**src/rtl/core/deque_with_cursor_core_macros.svh**
```systemverilog
// ----------------------------------------------------------------------------
// deque_with_cursor_core_macros.svh
// Assertion macros for the deque with cursor core. Defining ASSERT_OFF
// compiles every check out.
// ----------------------------------------------------------------------------
`ifndef DEQUE_WITH_CURSOR_CORE_MACROS_SVH
`define DEQUE_WITH_CURSOR_CORE_MACROS_SVH

`ifndef ASSERT_OFF

// Check that holds outside reset.
`define DWC_ASSERT(label, clk, rstn, prop) \
    label: assert property (@(posedge clk) disable iff (!(rstn)) (prop)) \
        else $error("deque_with_cursor_core: check failed");

// Check that holds at every edge, reset included.
`define DWC_ASSERT_ALWAYS(label, clk, prop) \
    label: assert property (@(posedge clk) (prop)) \
        else $error("deque_with_cursor_core: check failed");

`else

`define DWC_ASSERT(label, clk, rstn, prop)
`define DWC_ASSERT_ALWAYS(label, clk, prop)

`endif

`endif

```
**src/rtl/core/dwc_pkg.sv**
```systemverilog
// ----------------------------------------------------------------------------
// dwc_pkg
// Shared codes, widths and the controller command bundle for the deque
// with cursor core.
// ----------------------------------------------------------------------------
package dwc_pkg;

    // Default sizing
    localparam int DEFAULT_CAPACITY   = 256;
    localparam int DEFAULT_DATA_WIDTH = 32;

    // Fixed port field widths
    localparam int ACTION_WIDTH = 3;
    localparam int WORD_WIDTH   = 32;
    localparam int STATUS_WIDTH = 2;
    localparam int COUNT_WIDTH  = 9;

    // Request codes
    typedef enum logic [ACTION_WIDTH-1:0] {
        ACT_PUSH_LEFT    = 3'd0,
        ACT_PUSH_RIGHT   = 3'd1,
        ACT_POP_LEFT     = 3'd2,
        ACT_POP_RIGHT    = 3'd3,
        ACT_CURSOR_LEFT  = 3'd4,
        ACT_CURSOR_RIGHT = 3'd5,
        ACT_SET_CURSOR   = 3'd6,
        ACT_STATUS       = 3'd7
    } dwc_action_t;

    // Result status codes
    typedef enum logic [STATUS_WIDTH-1:0] {
        STATUS_DONE  = 2'd0,
        STATUS_FULL  = 2'd1,
        STATUS_EMPTY = 2'd2,
        STATUS_EDGE  = 2'd3
    } dwc_status_t;

    // Controller to datapath commands
    typedef struct packed {
        logic start;   // request accepted: commit indices, write/read store
        logic finish;  // store data ready and result slot free: load result
    } dwc_cmd_t;

    // Which shadow words take the store read data at finish
    typedef struct packed {
        logic left;
        logic right;
        logic cursor;
    } dwc_pend_t;

endpackage

```
**src/rtl/core/dwc_ctrl.sv**
```systemverilog
// ----------------------------------------------------------------------------
// dwc_ctrl
// Request sequencer: accepts one request, waits in ST_EXEC for the registered store
// read, then loads the result register once it is free.
// ----------------------------------------------------------------------------
module dwc_ctrl (
    input  logic             aclk,
    input  logic             aresetn,
    input  logic             s_valid,
    output logic             s_ready,
    output logic             m_valid,
    input  logic             m_ready,
    output dwc_pkg::dwc_cmd_t cmd
);

    typedef enum logic {
        ST_IDLE,
        ST_EXEC
    } state_t;

    state_t state_reg;
    logic   s_ready_reg;
    logic   m_valid_reg;

    // Command decode
    always_comb begin
        cmd.start  = s_valid && s_ready_reg;
        cmd.finish = (state_reg == ST_EXEC) && (!m_valid_reg || m_ready);
    end

    // State and registered handshake outputs
    always_ff @(posedge aclk) begin
        if (!aresetn) begin
            state_reg   <= ST_IDLE;
            s_ready_reg <= 1'b0;
            m_valid_reg <= 1'b0;
        end else begin
            unique case (state_reg)
                ST_IDLE: begin
                    s_ready_reg <= 1'b1;
                    if (cmd.start) begin
                        s_ready_reg <= 1'b0;
                        state_reg   <= ST_EXEC;
                    end
                end
                ST_EXEC: begin
                    if (cmd.finish) begin
                        s_ready_reg <= 1'b1;
                        state_reg   <= ST_IDLE;
                    end
                end
                default: begin
                    state_reg <= ST_IDLE;
                end
            endcase

            // result slot: filled at finish, emptied when taken
            if (cmd.finish) begin
                m_valid_reg <= 1'b1;
            end else if (m_ready) begin
                m_valid_reg <= 1'b0;
            end
        end
    end

    assign s_ready = s_ready_reg;
    assign m_valid = m_valid_reg;

endmodule

```
**config.mk**
```make
export PLATFORM = sky130hd
export DESIGN_NAME = dwc_ctrl
export DESIGN_NICKNAME = d
export VERILOG_FILES = /design/src/rtl/core/deque_with_cursor_core_macros.svh /design/src/rtl/core/dwc_pkg.sv /design/src/rtl/core/dwc_ctrl.sv
export SDC_FILE = /design/constraint.sdc
export NUM_CORES = 1
export LEC_CHECK = 0
export ABC_CLOCK_PERIOD_IN_PS = 1100
export BUFFER_PORTS_ARGS = -buffer_cell sky130_fd_sc_hd__buf_2
export CORE_AREA = 2 2 39 41
export CTS_BUF_LIST = sky130_fd_sc_hd__clkbuf_2
export DETAILED_ROUTE_END_ITERATION = 6
export DIE_AREA = 0 0 41 43
export RECOVER_POWER = 25
export SETUP_SLACK_MARGIN = 0.1
export SYNTH_ARGS = -nofsm -noshare
export SYNTH_HDL_FRONTEND = slang
export SYNTH_SLANG_ARGS = --single-unit
```
**constraint.sdc**
```tcl
create_clock -name aclk -period 1.1 [get_ports aclk]
set_input_delay 0 -clock aclk [delete_from_list [all_inputs] [get_ports aclk]]
set_output_delay 0 -clock aclk [all_outputs]
set_load 0.03 [all_outputs]
```
==> impl_results.md <==
- Worst Hold Path Cells: 2
- Switching fraction of total power: approximately a quarter
- Syn Area/Cell: 10.5 µm²
- Outcome: complete, no violations
- Comb power frac: 14.2%
- Final Cell Area: 214 µm²
- Clock-pin slew on the worst setup and hold paths: around 0.040 ns
- RSZ-0062 raised after global routing: no
- Final wirelength: 239 µm
- Max cap viols: 0
- PortBufs: 7
- Worst reg2reg path depth: 2
- Synthesis-stage register bit count: 3
- Clock period minus worst slack: 0.940 ns
- Post-Syn Area: about 130 µm²
- Leakage: 0.0949 nW
- Layout cells sized above 1: 56.5%
- Core area: about 1400 µm²
- Max VDD drop: 0.189 mV
- Hold buffer count at cts: 0
- Synth area leader: dfxtp_1
- Rel. slew slack: 89.8%
- Setup TNS: 0 ns
- Post-DP HPWL: between 150 and 200 µm
- Clock share of power: 47.4%
- CP arrival: 0.94 ns
- Fmax: 1060 MHz
- Largest net degree at the start of global routing: 6
- Max Fanout on Critical Path: 4
- First-pass GRT wire length: 317 µm
- I/O pins: 8
- Largest buffer count on any clock path: 2
- Endpoints failing hold: 0
- Area growth from synthesis to layout: 69.3%
- Row Count: 14
- H-tree depth: 1
- Period utilisation layout: 85.5%
- Setup violators final: 0
- Post-synth top area share: 47.5%
- Post-synth cell types: 8
- Die area: between 1500 and 2000 µm²
- Final setup skew: around 0.0036 ns
- Slew @ Worst Pin: 0.154 ns
- Die Y-Extent: roughly 43 µm
- Die width: 41 µm
- Clock buffer count from CTS: 3
- Vias/cell: 3.26
- Post-layout util: about 15%
- Switching pwr: 0.0817 mW
- Post-DP Area: 184 µm²
- Clk_lat worst skew: around 0.2 ns
- # fillers: between 150 and 200
- WHS: 0.0337 ns
- Area contributors post-synth: dfxtp_1, nand3b_1, nor2b_1
- Post-Synthesis Cells: 12
- Setup crit end kind: output port
- Fin. max-slew vios: 0
- Wire per inst: 6.13 µm
- Post-DRT Antenna Nets: 0
- DRC viols: 0
- R2R setup slack: approximately 0.34 ns
- Vias in the first global route: about 110
- CP startpoint kind: flop
- All-layer global routing usage: between 2 and 3%
- Iteration-0 DRC Markers: 1
- YS warnings: 0
- Congestion Overflow GR: 0
- Crit Path Category: flop to output port
- Sequential power share: 38.5%
- Register area share after synthesis: a little under half
- Antenna violations before repair: 0
- Pint: 0.230 mW
- # clock sinks: 3
- CTS tree: yes
- Routability-driven placement congestion ratio: 0.420
- Initial Utilization: 9.13%
- Syn_nets: 16
- Diodes inserted: 0
- Drt first pass iters: 3
- CP Data Required Time: 1.10 ns
- PD cells: around 1500 nW/µm²
- Hold WC Path Type: input pin to flop
- Final nets: 28
- Clock root buffer master: clkbuf_2
- Via count: approximately 130
layer usage:
layer	vias to the layer above	wire length (µm)	global-route usage, %
li1	65	-	-
met1	54	97	1.27
met2	8	107	5.00
met3	0	33	3.14
met4	0	0	2.00
met5	-	0	0
layout make-up:
cell class                 instances  area (µm²)  share of cell area [%]
timing repair buffer               7        37.5                    17.5
clock buffer                       4        20.0                    9.36
sequential                         3        60.1                    28.1
multi-input combinational          9        76.3                    35.7
tap                               16        20.0                    9.36
Yosys cell counts:
| library cell | number |
|---|---|
| a21boi_0 | 1 |
| nand4bb_1 | 1 |
| nand3b_1 | 2 |
| and3_1 | 1 |
| and2_1 | 1 |
| dfxtp_1 | 3 |
| nor2b_1 | 2 |
| o21a_1 | 1 |
stage by stage:
step	total power, mW	std cells	setup slack, ns
after global routing	0.339	39	0.0888
after floorplan	0.148	12	0.182
after global placement	0.163	35	0.326
final	0.312	39	0.160
after detailed placement	0.164	35	0.329
after CTS	0.316	39	0.107
power groups by stage:
stage | clock network [mW] | logic, mW | registers, mW
floorplan | 0 | 0.0190 | 0.129
global placement | 0 | 0.0418 | 0.122
detailed placement | 0 | 0.0420 | 0.121
CTS | 0.155 | 0.0421 | 0.120
global route | 0.170 | 0.0485 | 0.120
finish | 0.148 | 0.0442 | 0.120
cell families after synthesis:
group	count (synthesis)	synth area share, %
simple gates	7	40.6
flops	3	47.5
compound gates	2	11.9
cell usage in the layout (no fill, tap or decap):
cell,n
and3_1,1
buf_2,6
and2_1,1
a21boi_0,1
nor2b_2,1
clkbuf_4,1
clkbuf_2,4
o21a_1,1
dfxtp_1,3
nor2b_4,1
nand3b_1,2
nand4bb_1,1
worst max-delay path: stages, from the launching register on:
cell and delay, ns:
dfxtp_1 0.36, nor2b_4 0.17, nor2b_2 0.04, clkbuf_4 0.17
path summary, 6_finish.rpt:
kind,start,endpoint
max,m_valid,cmd[0]
min,aresetn,m_valid
max reg2reg,state_reg,s_ready
min reg2reg,state_reg,m_valid
timing repair:
| item | CTS | global route |
|---|---|---|
| resized for setup | 0 | 3 |
| hold endpoints to repair | 0 | 0 |
| setup endpoints to repair | 0 | 1 |
| setup buffers | 0 | 0 |
No activity file was read; power rests on OpenSTA's default activity.
